$ cat config.mk
export PLATFORM = sky130hd
export DESIGN_NAME = stis_queue
export DESIGN_NICKNAME = d
export VERILOG_FILES = /design/src/sv/stis_pkg.sv /design/src/sv/stis_queue.sv
export SDC_FILE = /design/constraint.sdc
export NUM_CORES = 1
export LEC_CHECK = 0
export BUFFER_PORTS_ARGS = -buffer_cell sky130_fd_sc_hd__buf_2
export CELL_PAD_IN_SITES_DETAIL_PLACEMENT = 1
export CELL_PAD_IN_SITES_GLOBAL_PLACEMENT = 1
export CORE_MARGIN = 2
export CORE_UTILIZATION = 34
export CTS_CLUSTER_SIZE = 20
export DETAILED_ROUTE_END_ITERATION = 8
export MAX_ROUTING_LAYER = met4
export PLACE_DENSITY_LB_ADDON = 0.1
export SLEW_MARGIN = 15
export SYNTH_ARGS = -nofsm -noshare
export SYNTH_HDL_FRONTEND = slang
export SYNTH_SLANG_ARGS = --single-unit
$ cat constraint.sdc
create_clock -name aclk -period 1.73 [get_ports aclk]
set_clock_uncertainty 0.05 [all_clocks]
set_input_delay 0.2595 -clock aclk [delete_from_list [all_inputs] [get_ports aclk]]
set_output_delay 0.2595 -clock aclk [all_outputs]
set_load 0.05 [all_outputs]
$ cat src/sv/stis_pkg.sv
`default_nettype none

package stis_pkg;

    // Field widths of one item
    localparam int VALUE_W = 32;
    localparam int IDX_W   = 10;
    localparam int STAT_W  = 2;

    // Default table depth and query queue depth
    localparam int TABLE_DEPTH_DEF = 1024;
    localparam int QUEUE_DEPTH     = 2;

    // Operation codes carried in the low tuser bit
    localparam logic OP_LOAD  = 1'b0;
    localparam logic OP_QUERY = 1'b1;

    // Result status codes
    localparam logic [STAT_W-1:0] ST_FOUND     = 2'd0;
    localparam logic [STAT_W-1:0] ST_NOT_FOUND = 2'd1;
    localparam logic [STAT_W-1:0] ST_UNSORTED  = 2'd2;

    // Search engine states
    typedef enum logic [1:0] {
        BK_IDLE,
        BK_SEARCH,
        BK_DONE
    } back_state_t;

endpackage

`default_nettype wire

$ cat src/sv/stis_queue.sv
`default_nettype none

module stis_queue #(
    parameter int Width = 8,
    parameter int Depth = stis_pkg::QUEUE_DEPTH
) (
    input  wire logic             aclk,
    input  wire logic             aresetn,
    input  wire logic             push,
    input  wire logic [Width-1:0] push_data,
    output logic                  ready,
    output logic                  empty,
    input  wire logic             pop,
    output logic                  valid,
    output logic [Width-1:0]      pop_data
);

    localparam int PtrW = (Depth > 1) ? $clog2(Depth) : 1;
    localparam int CntW = $clog2(Depth + 1);

    logic [Width-1:0] slot_reg [Depth];
    logic [PtrW-1:0]  wr_ptr_reg, wr_ptr_next;
    logic [PtrW-1:0]  rd_ptr_reg, rd_ptr_next;
    logic [CntW-1:0]  cnt_reg, cnt_next;
    logic             do_push, do_pop;

    assign ready    = (cnt_reg != CntW'(Depth));
    assign empty    = (cnt_reg == '0);
    assign valid    = !empty;
    assign pop_data = slot_reg[rd_ptr_reg];
    assign do_push  = push && ready;
    assign do_pop   = pop && valid;

    // Advance pointers with wrap at the queue depth
    always_comb begin
        wr_ptr_next = wr_ptr_reg;
        rd_ptr_next = rd_ptr_reg;
        cnt_next    = cnt_reg;
        if (do_push) begin
            wr_ptr_next = (wr_ptr_reg == PtrW'(Depth - 1)) ? '0 : wr_ptr_reg + PtrW'(1);
        end
        if (do_pop) begin
            rd_ptr_next = (rd_ptr_reg == PtrW'(Depth - 1)) ? '0 : rd_ptr_reg + PtrW'(1);
        end
        if (do_push && !do_pop) begin
            cnt_next = cnt_reg + CntW'(1);
        end else if (do_pop && !do_push) begin
            cnt_next = cnt_reg - CntW'(1);
        end
    end

    always_ff @(posedge aclk) begin
        if (!aresetn) begin
            wr_ptr_reg <= '0;
            rd_ptr_reg <= '0;
            cnt_reg    <= '0;
        end else begin
            wr_ptr_reg <= wr_ptr_next;
            rd_ptr_reg <= rd_ptr_next;
            cnt_reg    <= cnt_next;
        end
    end

    // Store the pushed item
    always_ff @(posedge aclk) begin
        if (do_push) begin
            slot_reg[wr_ptr_reg] <= push_data;
        end
    end

endmodule

`default_nettype wire

Word-level counts from Yosys, hierarchy flattened. Memories as Yosys holds them, arrays and structs flattened. A register that Yosys moved wholly into a read port is not among the register bits. Index checks and enable logic that the tools add are counted.

Input port bits: 12. RAM bits: 16. Memories kept: 1. Output and inout bits: 11. Register bits after elaboration: 4.

Reductions and logical operators: 9. Muxes and demuxes: 8. Equality and inequality tests: 1. Add/subtract/negate cells: 4.

Memory list: slot_reg (words 2, width 8, rd ports 1, clocked after Yosys merged registers in 1, write ports 1, RTL line stis_queue.sv:21) `logic [Width-1:0] slot_reg [Depth];`.

Operators by type and width (count): 1-bit 2-to-1 mux (6); 1-bit logical AND (4); 2-bit 2-to-1 mux (2); 1-bit zero test (3); 1-bit adder (second input constant) (2); 2-bit by 1-bit adder with 2-bit output (second input constant) (1); 2-bit zero test (1); 2-bit inequality test (second input constant) (1); 2-bit nonzero test (1); 2-bit by 1-bit subtractor with 2-bit output (second input constant) (1).

Depth between registers and ports, before layout.
Word-level depth: 6. Mapped depth: 6.

Worst setup path before layout. OpenSTA, ideal clock, no wires.

Kind: register to register. From: register cnt_reg[0]. To: register cnt_reg[1]. Buffers on the path: 0. Path slack: 64 ps. Cell stages (with the launch flop): 6. Arrival time: 1547 ps. Clock period less this slack: 1666 ps. Library setup time: 70 ps. Path through: dfxtp_1 -> nand2b_4 -> and2_1 -> ha_1 -> or3_1 -> a21oi_1.

Elaborated cells between the ends (all ways): 14. Classes of those cells: add/sub: 2; eq/ne: 1; mux: 2; reduce/logical: 9.

RTL lines: start: declaration (RTL line stis_queue.sv:24) `logic [CntW-1:0] cnt_reg, cnt_next;`; start signal: assignment (RTL line stis_queue.sv:60) `cnt_reg <= cnt_next;`; 2-bit inequality test * (RTL line stis_queue.sv:27) `assign ready = (cnt_reg != CntW'(Depth));`; named net ready (RTL line stis_queue.sv:11) `output logic ready,`; 1-bit logical AND * (RTL line stis_queue.sv:31) `assign do_push = push && ready;`; named net do_push (RTL line stis_queue.sv:25) `logic do_push, do_pop;`; 1-bit zero test (RTL line stis_queue.sv:47) `end else if (do_pop && !do_push) begin`; 1-bit logical AND (RTL line stis_queue.sv:47); 2-bit nonzero test (no line).

The timed path passes the listed nets; every way through them passes the cells marked *. The select of a mux whose other input is x is not followed. A chain may end at the register's enable or synchronous reset.

==> flow_summary.json <==
{
  "outcome": "complete, no violations",
  "die_x_um": 52.9,
  "crit_slowest_cell": "dfxtp_2",
  "die_h_um": 52.9,
  "min_path_cells": 1,
  "synth_seq_cells": 21,
  "cts_made_buffers": 3,
  "antenna_cells": 0,
  "ctsHtreeMaxLevel": 1,
  "combinationalPowerShare_pct": 44.0,
  "p_leak_nw": 0.399,
  "clock_latency_ns": 0.29,
  "stdcell_count": 105,
  "rows": 17,
  "fmax_mhz": 610,
  "synth-edff-count": 16,
  "syn-num-nets": 64,
  "pwr-share-seq_pct": 42.6,
  "wl_per_cell_um": 11.6,
  "synth_area_per_cell_um2": 15.9,
  "dp.cells": 101,
  "clk_path_buf_depth": 2,
  "io_buffers": 22,
  "layout_commonest_cell": "buf_2",
  "final_cell_mix": "22 x buf_2, 16 x edfxtp_1, 8 x mux2_2",
  "finalInstanceArea_um2": 995,
  "cts.sink_count": 21,
  "async_flop_share_pct": 0,
  "gr-total-overflow": 0,
  "max_stage_delay_ns": 0.47,
  "drtIter0Drc": 5,
  "yosysTopAreaCell": "edfxtp_1",
  "first_pass_iters": 4,
  "viasPerCell": 4.61,
  "ys.flop_type": "edfxtp_1",
  "pwr-share-clk_pct": 13.4,
  "place_area_um2": 961,
  "syn2layout_area_growth_pct": 22.3,
  "cts_root_buffer": "clkbuf_4",
  "synthTopCellsByArea": "edfxtp_1 59%, dfxtp_1 12%, mux2_2 11%",
  "critical_path_required_ns": 1.42,
  "yosysSeqAreaShare_pct": 71.4,
  "period_share_pct": 94.8,
  "drc": 0,
  "finalCriticalPeriod_ns": 1.64,
  "slew-limit-headroom_pct": 74.2,
  "synthDistinctLibCells": 17,
  "syn_area_um2": 813,
  "place_hpwl_um": 925,
  "io_pins": 23,
  "crit_path_end_kind": "output port",
  "switching_power_w": 0.000716,
  "worstPathMaxFanout": 8,
  "grt_pass1_wl_mm": 1.91,
  "dieArea_um2": 2800,
  "hold_viol": 0,
  "nNetsFinal": 91,
  "path_class": "reg -> out",
  "cts_tree": "yes",
  "fin_setup_tns_ns": 0,
  "max_cap_violations": 0,
  "reg2reg_depth": 5,
  "core_um2": 2230,
  "tightest_slew_ns": 0.387,
  "synth_warnings": 0,
  "pwr_density_cell_nw_per_um2": 1690,
  "clkTransAtPathRegs_ns": 0.11,
  "drive_gt1_share_pct": 53.2,
  "p_sw_share_pct": 42.5,
  "utilization_pct": 44.5,
  "wl_mm": 1.22,
  "drtAntennaViolNets": 0,
  "p_int_w": 0.000968,
  "rsz0062_at_grt": "false",
  "grt_usage_pct": 10.1,
  "arrival_ns": 1.33,
  "vias": 484,
  "start_kind": "register",
  "synthCells": 51,
  "grt_max_degree": 14,
  "slew_viol_final": 0,
  "setup_viol": 0,
  "antenna_found_initial": 0,
  "max-vdd-ir-drop_uv": 861,
  "min_path_type": "in -> reg",
  "path_cells": "mux2_2 -> buf_2",
  "initial_core_util_pct": 36.4,
  "synth.top_cell.area_share_pct": 59.1,
  "largest_register_ffs": 16,
  "place.gp.congestion": 0.628,
  "grt_pass1_vias": 473
}
[cells by family after synthesis]
kind of cell / Yosys count / share of synthesized area (%)
buffers and inverters: 4 / 2.00
multiplexers: 8 / 11.1
adder cells (fa/ha/maj): 1 / 1.54
flip-flops: 21 / 71.4
XOR/XNOR: 3 / 3.23
AO/OA/AOI/OAI: 5 / 3.69
AND/OR/NAND/NOR: 9 / 7.08
[critical path, delay by kind of cell, from the launching register on]
kind	cells	cell delay [ns]
mux	1	0.36
buf+inv	1	0.21
flops	1	0.47
[Yosys cell counts, types with 2 or more instances]
library cell and count:
edfxtp_1 16, mux2_2 8, dfxtp_1 5, inv_1 3
nor2_1 3, xor2_1 3, a21oi_1 2, o21ai_0 2
[per-layer routing]
layer,GRT usage [%],wire length (um),vias up,share of wire [%]
met1,10.6,522,236,43
met5,-,0,-,0
met2,17.7,631,13,52
met3,2.54,64,0,5.3
met4,5.13,0,0,0
li1,-,-,235,-
[power groups by stage]
stage	clock, W	combinational, W	sequential (W)
after floorplan	0	0.000626	0.000685
after global placement	0	0.000744	0.000718
after detailed placement	0	0.000748	0.000724
after CTS	0.000238	0.000751	0.000714
after global routing	0.000257	0.000789	0.000731
final	0.000226	0.000741	0.000717
[final cells by class]
cell class,instances,area (um^2)
Clock buffer,3,22.5
Clock inverter,1,7.51
Fill cell,248,1240
Inverter,3,11.3
Multi-Input combinational cell,26,216
Sequential cell,21,584
Tap cell,28,35.0
Timing Repair Buffer,23,118
[path summary, 6_finish.rpt]
path | startpoint | to | slack (ns)
hold / removal | push_data[6] | slot_reg[1][6] | 0.1
setup / recovery | register | pop_data[6] | 0.09
hold reg to reg | rd_ptr_reg | rd_ptr_reg | 0.47
setup reg to reg | cnt_reg[0] | cnt_reg[1] | 0.11
[through the flow]
stage	hold slack [ns]	worst slack [ns]	total power, W
final	0.0974	0.0902	0.00168
after global routing	0.0721	0.0143	0.00178
after CTS	0.0872	0.0652	0.00170
after detailed placement	0.402	0.102	0.00147
after global placement	0.398	0.137	0.00146
after floorplan	0.308	0.0635	0.00131
[what timing repair did]
action                     CTS  global route
resized for setup            1             2
buffers inserted             0             0
pin swaps                    0             0
hold buffers                 0             0
setup endpoints to repair    8             1
No activity file was read; power rests on OpenSTA's default activity.
