File: src/sv/stis_pkg.sv
`default_nettype none

package stis_pkg;

    // Field widths of one item
    localparam int VALUE_W = 32;
    localparam int IDX_W   = 10;
    localparam int STAT_W  = 2;

    // Default table depth and query queue depth
    localparam int TABLE_DEPTH_DEF = 1024;
    localparam int QUEUE_DEPTH     = 2;

    // Operation codes carried in the low tuser bit
    localparam logic OP_LOAD  = 1'b0;
    localparam logic OP_QUERY = 1'b1;

    // Result status codes
    localparam logic [STAT_W-1:0] ST_FOUND     = 2'd0;
    localparam logic [STAT_W-1:0] ST_NOT_FOUND = 2'd1;
    localparam logic [STAT_W-1:0] ST_UNSORTED  = 2'd2;

    // Search engine states
    typedef enum logic [1:0] {
        BK_IDLE,
        BK_SEARCH,
        BK_DONE
    } back_state_t;

endpackage

`default_nettype wire

File: src/sv/stis_front.sv
`default_nettype none

module stis_front #(
    parameter int TableDepth = stis_pkg::TABLE_DEPTH_DEF,
    parameter int AddrW      = $clog2(TableDepth),
    parameter int CountW     = $clog2(TableDepth + 1),
    parameter int QueryW     = stis_pkg::VALUE_W + CountW + 1
) (
    input  wire logic                          aclk,
    input  wire logic                          aresetn,
    // input item
    input  wire logic                          s_tvalid,
    output logic                               s_tready,
    input  wire logic [stis_pkg::VALUE_W-1:0]  s_tdata,
    input  wire logic [1:0]                    s_tuser,
    // table write port
    output logic                               wr_en,
    output logic [AddrW-1:0]                   wr_addr,
    output logic [stis_pkg::VALUE_W-1:0]       wr_data,
    // query queue push side
    output logic                               q_push,
    output logic [QueryW-1:0]                  q_push_data,
    input  wire logic                          q_ready,
    input  wire logic                          q_empty,
    input  wire logic                          back_busy
);

    logic [CountW-1:0]                  count_reg, count_next;
    logic signed [stis_pkg::VALUE_W-1:0] prev_reg, prev_next;
    logic                               order_ok_reg, order_ok_next;

    logic                               is_query;
    logic                               is_first;
    logic                               accept;
    logic signed [stis_pkg::VALUE_W-1:0] value;

    assign is_query = (s_tuser[0] == stis_pkg::OP_QUERY);
    assign is_first = s_tuser[1];
    assign value    = $signed(s_tdata);

    // Hold loads until every earlier query has left the queue and the search engine
    assign s_tready = is_query ? q_ready : (q_empty && !back_busy);
    assign accept   = s_tvalid && s_tready;

    // Queue a query with a snapshot of the table size and order flag
    assign q_push      = accept && is_query;
    assign q_push_data = {order_ok_reg, count_reg, s_tdata};

    // Track table size, last entry and order flag on loads
    always_comb begin
        count_next    = count_reg;
        prev_next     = prev_reg;
        order_ok_next = order_ok_reg;
        wr_en         = 1'b0;
        wr_addr       = count_reg[AddrW-1:0];
        wr_data       = s_tdata;
        if (accept && !is_query) begin
            if (is_first) begin
                wr_en         = 1'b1;
                wr_addr       = '0;
                count_next    = CountW'(1);
                prev_next     = value;
                order_ok_next = 1'b1;
            end else if (count_reg < CountW'(TableDepth)) begin
                wr_en      = 1'b1;
                count_next = count_reg + CountW'(1);
                prev_next  = value;
                if ((count_reg != '0) && (value < prev_reg)) begin
                    order_ok_next = 1'b0;
                end
            end
        end
    end

    always_ff @(posedge aclk) begin
        if (!aresetn) begin
            count_reg    <= '0;
            prev_reg     <= '0;
            order_ok_reg <= 1'b1;
        end else begin
            count_reg    <= count_next;
            prev_reg     <= prev_next;
            order_ok_reg <= order_ok_next;
        end
    end

endmodule

`default_nettype wire

File: config.mk
export PLATFORM = sky130hd
export DESIGN_NAME = stis_front
export DESIGN_NICKNAME = d
export VERILOG_FILES = /design/src/sv/stis_pkg.sv /design/src/sv/stis_front.sv
export SDC_FILE = /design/constraint.sdc
export NUM_CORES = 1
export LEC_CHECK = 0
export ABC_CLOCK_PERIOD_IN_PS = 2200
export BUFFER_PORTS_ARGS = -buffer_cell sky130_fd_sc_hd__buf_2
export CAP_MARGIN = 10
export CORE_ASPECT_RATIO = 1.75
export CORE_MARGIN = 1.5
export CORE_UTILIZATION = 44
export CTS_CLUSTER_DIAMETER = 40
export DETAILED_ROUTE_END_ITERATION = 6
export PLACE_DENSITY = 0.77
export SETUP_SLACK_MARGIN = 0.3
export SYNTH_ARGS = -nofsm -noshare
export SYNTH_HDL_FRONTEND = slang
export SYNTH_SLANG_ARGS = --single-unit
File: constraint.sdc
create_clock -name aclk -period 2.2 [get_ports aclk]
set_input_delay 0.55 -clock aclk [delete_from_list [all_inputs] [get_ports aclk]]
set_output_delay 0.55 -clock aclk [all_outputs]
set_load 0.05 [all_outputs]
### After elaboration in Yosys (flattened, before gate mapping)

Index checks and enable logic that the tools add are counted.

* $add $sub $neg: 1
* multiply operators: 0
* div/mod/pow operators: 0
* $lt $le $gt $ge: 2
* equality and inequality tests: 0
* shift-type cells: 0
* mux-type cells: 13
* bitwise logic cells: 0
* reductions and logical operators: 12

Operator list (count)
* $mux 32: 2
* $lt 32x32->1: 1
* $mux 11: 2
* $mux 10: 2
* $add 11x1->11 const B: 1
* $lt 11x11->1 const B: 1
* $reduce_bool 11->1: 1
* $mux 1: 7
* $logic_and 1x1->1: 5
* $reduce_bool 2->1: 2
* $reduce_and 3->1: 1
* $logic_not 1->1: 2
* $reduce_and 2->1: 1

* flip-flop bits (word level): 44
* bits in latches: 0
* RAM bits: 0
* ROM bits: 0
* output and inout bits: 89
* memories: 0

### Logic depth before layout (Yosys ltp)

* depth in word-level cells: 6
* depth in mapped cells: 9

### Worst setup path before layout

OpenSTA, ideal clock, no wires.

* path kind: input -> output
* start: input port back_busy
* end: output port wr_addr[0]
* arrival time: 1.690 ns
* data required time: 1.650 ns
* setup slack: -0.040 ns
* cell stages on the path: 4
* path buffers: 1
* cell sequence: nor2_1 -> and3_1 -> buf_2 -> a21oi_1

* cells in the longest elaborated chain, start to end: 6

Ends and longest elaborated chain
* from (decl): RTL line stis_front.sv:25 `input wire logic back_busy`
* $logic_not 1->1: RTL line stis_front.sv:42 `assign s_tready = is_query ? q_ready : (q_empty && !back_busy);`
* $logic_and 1x1->1: RTL line stis_front.sv:42
* $mux 1: RTL line stis_front.sv:42
* $logic_and 1x1->1: RTL line stis_front.sv:43 `assign accept = s_tvalid && s_tready;`
* $logic_and 1x1->1: RTL line stis_front.sv:57 `if (accept && !is_query) begin`
* $mux 10: RTL line stis_front.sv:57
* to (decl): RTL line stis_front.sv:18 `output logic [AddrW-1:0] wr_addr,`

Every way passes these cells.

### Worst setup path after layout

* start: input port back_busy
* end: output port s_tready

* cells in the longest elaborated chain, start to end: 3

Ends and longest elaborated chain
* $logic_not 1->1: RTL line stis_front.sv:42
* $logic_and 1x1->1: RTL line stis_front.sv:42
* $mux 1: RTL line stis_front.sv:42
* to (decl): RTL line stis_front.sv:13 `output logic s_tready,`

Every way passes these cells.

==> impl_metrics.json <==
{
  "status": "completed",
  "worst_skew_pair.late_latency_ns": 0.28,
  "finish.net_count": 561,
  "slew_viol_final": 0,
  "synth_enable_flop_cells": 0,
  "postRouteWirelength_um": 7208,
  "max_cap_viol_count": 0,
  "htree_num_levels": 2,
  "synth_nets": 461,
  "netlist_instances": 388,
  "register_area_um2": 887.1,
  "yosysSeqAreaShare_pct": 28.41,
  "internal_power_w": 0.001452,
  "worst_hold_path_type": "reg -> reg",
  "p_per_area_mw_per_mm2": 530.7,
  "share_clk_of_total_power_pct": 34.8,
  "drcViolationCount": 0,
  "clock_tree.buffer_depth": 2,
  "detailedRoute.firstPassIterationCount": 4,
  "synth_ff_type": "sky130_fd_sc_hd__dfxtp_1",
  "ys_types": 39,
  "hold_violations": 0,
  "global_route.overflow_total": 0,
  "worst_ep_required_time_ns": 1.65,
  "power.switching_fraction_pct": 32.86,
  "async_flop_share_pct": 0,
  "slew-limit-headroom_pct": 76.65,
  "max-vdd-ir-drop_mv": 0.4428,
  "antenna_violating_nets_post_route": 0,
  "final_common_cell": "sky130_fd_sc_hd__buf_2",
  "final.fill_count": 605,
  "multi_input_area_mm2": 0.001728,
  "dieWidth_um": 66.46,
  "die_y_um": 114.0,
  "finalClockSkew_ns": 0.004200,
  "achievable-frequency_ghz": 0.4985,
  "floorplan.die_area_mm2": 0.007579,
  "numClockSinks": 44,
  "ys_top_cells_by_area": "sky130_fd_sc_hd__dfxtp_1 (28%), sky130_fd_sc_hd__buf_4 (16%), sky130_fd_sc_hd__ha_1 (13%)",
  "static-leakage-power_nw": 1.843,
  "detailroute.via_count": 2857,
  "clock_transition_at_path_regs_ns": 0.06,
  "post-dp-hpwl_um": 5392,
  "globalRouteTotalUtil_pct": 19.04,
  "initial_core_util_pct": 45.22,
  "max_slew.worst_pin.slew_ns": 0.3502,
  "post-route-min-period_ns": 2.006,
  "syn-cell-area_mm2": 0.003100,
  "crit_arrival_ns": 1.46,
  "floorplan.io_pins": 129,
  "setup_violations": 0,
  "share_of_post_route_cells_with_drive_strength_above_1_pct": 43.56,
  "synth_largest_area_cell": "sky130_fd_sc_hd__dfxtp_1",
  "drt_iter0_drc": 71,
  "preCtsSetupSlack_ns": -0.2316,
  "layout-area-overhead-vs-synth_pct": 31.44,
  "design.core.area_mm2": 0.006857,
  "numPortBuffers": 128,
  "synth_area_per_cell_um2": 7.991,
  "vias_per_cell": 4.986,
  "switching_power_w": 0.0007106,
  "routabilityCongestion": 0.8073,
  "max_reg_flops": 32,
  "numCtsBuffers": 5,
  "clock_tree.root_cell": "sky130_fd_sc_hd__clkbuf_16",
  "mostFrequentLayoutCells": "sky130_fd_sc_hd__buf_2 (112), sky130_fd_sc_hd__nand2_1 (69), sky130_fd_sc_hd__dfxtp_1 (39)",
  "initial_antenna_violation_count": 0,
  "first_global_vias": 2651,
  "synth_warnings": 0,
  "critPathMaxFanout": 2,
  "worstSetupStartpointType": "input port",
  "setup.worst_path.class": "in -> out",
  "grt_pass1_wl_um": 11340,
  "cts_tree": "done",
  "grt_max_degree": 33,
  "setup_ws_ns": 0.1939,
  "unrepaired_setup_endpoints_after_global_routing": "true",
  "routedWlPerCell_um": 12.58,
  "post-route-period-util_pct": 91.18,
  "diode_insertion_count_for_antenna_repair": 0,
  "capturing_element_type_of_the_critical_path": "output port",
  "share_comb_of_total_power_pct": 27.4,
  "finalHoldWorstSlack_ns": 0.4518,
  "synth_top_area_share_pct": 28.41,
  "core_rows": 40,
  "postSynthRegisterBits": 44,
  "register_share_of_total_power_pct": 37.8
}
[cell families after synthesis]
family | after synthesis | synth area share (%)
buf+inv | 112 | 21.95
simple gates | 122 | 18.52
compound gates | 69 | 15.54
xor+xnor | 8 | 2.260
flops | 44 | 28.41
fa+ha+maj | 33 | 13.32
[metal layers]
layer	part of all wire [%]	vias to the layer above	routed length, um	global-route usage [%]
met5	0	-	0	0
met1	38	1344	2732	19.19
met4	1.9	0	136	7.483
met2	57	76	4073	37.07
li1	-	1428	-	-
met3	3.7	9	265	3.057
[worst max-delay path: stages]
cell	delay, ns
sky130_fd_sc_hd__buf_6	0.08
sky130_fd_sc_hd__nor2_4	0.03
sky130_fd_sc_hd__buf_4	0.12
sky130_fd_sc_hd__buf_6	0.10
sky130_fd_sc_hd__buf_6	0.10
sky130_fd_sc_hd__buf_6	0.10
sky130_fd_sc_hd__a22o_1	0.21
sky130_fd_sc_hd__buf_6	0.16
[path summary, 6_finish.rpt]
| check | startpoint | to | slack [ns] | depth (start not counted) |
|---|---|---|---|---|
| worst max-delay path | back_busy | s_tready | 0.19 | 8 |
| worst min-delay path | prev_reg[22] | prev_reg[22] | 0.45 | 2 |
| worst max register to register | prev_reg[29] | order_ok_reg | 0.23 | 8 |
| worst min register to register | prev_reg[22] | prev_reg[22] | 0.45 | 2 |
[stage by stage]
| stage | instance area, um2 | utilization, % | total power [W] | TNS [ns] | std cells |
|---|---|---|---|---|---|
| 6_report | 4075 | 59.43 | 0.002163 | 0 | 573 |
| 5_1_grt | 4075 | 59.43 | 0.002260 | 0 | 573 |
| 4_1_cts | 3976 | 57.99 | 0.002176 | 0 | 572 |
| 3_5_place_dp | 3641 | 53.10 | 0.001398 | -0.7862 | 557 |
| 3_3_place_gp | 3641 | 53.10 | 0.001388 | -0.6034 | 557 |
| 2_1_floorplan | 3211 | - | 0.001289 | 0 | 388 |
[power by group through the flow]
stage,logic (W),registers (W),clock network (W)
floorplan,0.000454,0.000835,0
global placement,0.000554,0.000834,0
detailed placement,0.000563,0.000835,0
CTS,0.000584,0.000817,0.000776
global route,0.000636,0.000818,0.000805
finish,0.000594,0.000817,0.000752
[cell type report]
| cell class | count | share of cell area (%) |
|---|---|---|
| multi-input combinational | 233 | 42.40 |
| timing repair buffer | 168 | 26.28 |
| sequential | 44 | 21.77 |
| clock buffer | 6 | 3.408 |
| inverter | 36 | 3.316 |
| tap | 84 | 2.579 |
| clock inverter | 2 | 0.2456 |
[Yosys cell counts, types with 2 or more instances]
cell	number
sky130_fd_sc_hd__a21boi_1	32
sky130_fd_sc_hd__a21o_1	5
sky130_fd_sc_hd__a21oi_1	17
sky130_fd_sc_hd__and2_1	9
sky130_fd_sc_hd__and3_1	7
sky130_fd_sc_hd__buf_2	4
sky130_fd_sc_hd__buf_4	65
sky130_fd_sc_hd__clkbuf_1	6
sky130_fd_sc_hd__dfxtp_1	44
sky130_fd_sc_hd__ha_1	33
sky130_fd_sc_hd__inv_1	34
sky130_fd_sc_hd__inv_2	2
sky130_fd_sc_hd__nand2_1	70
sky130_fd_sc_hd__nand3_1	4
sky130_fd_sc_hd__nand4_1	13
sky130_fd_sc_hd__nor2_1	11
sky130_fd_sc_hd__nor4_1	2
sky130_fd_sc_hd__o21ai_0	2
sky130_fd_sc_hd__xor2_1	8
[timing repair]
item                                   in CTS  in global routing
gates cloned                                1                  0
hold buffers                                0                  0
endpoints found under the hold margin       0                  0
resized for setup                          39                 20
pin swaps                                   8                  8
setup buffers                               6                  1
setup endpoints to repair                  12                 13
Power figures use the tool's default switching activity.
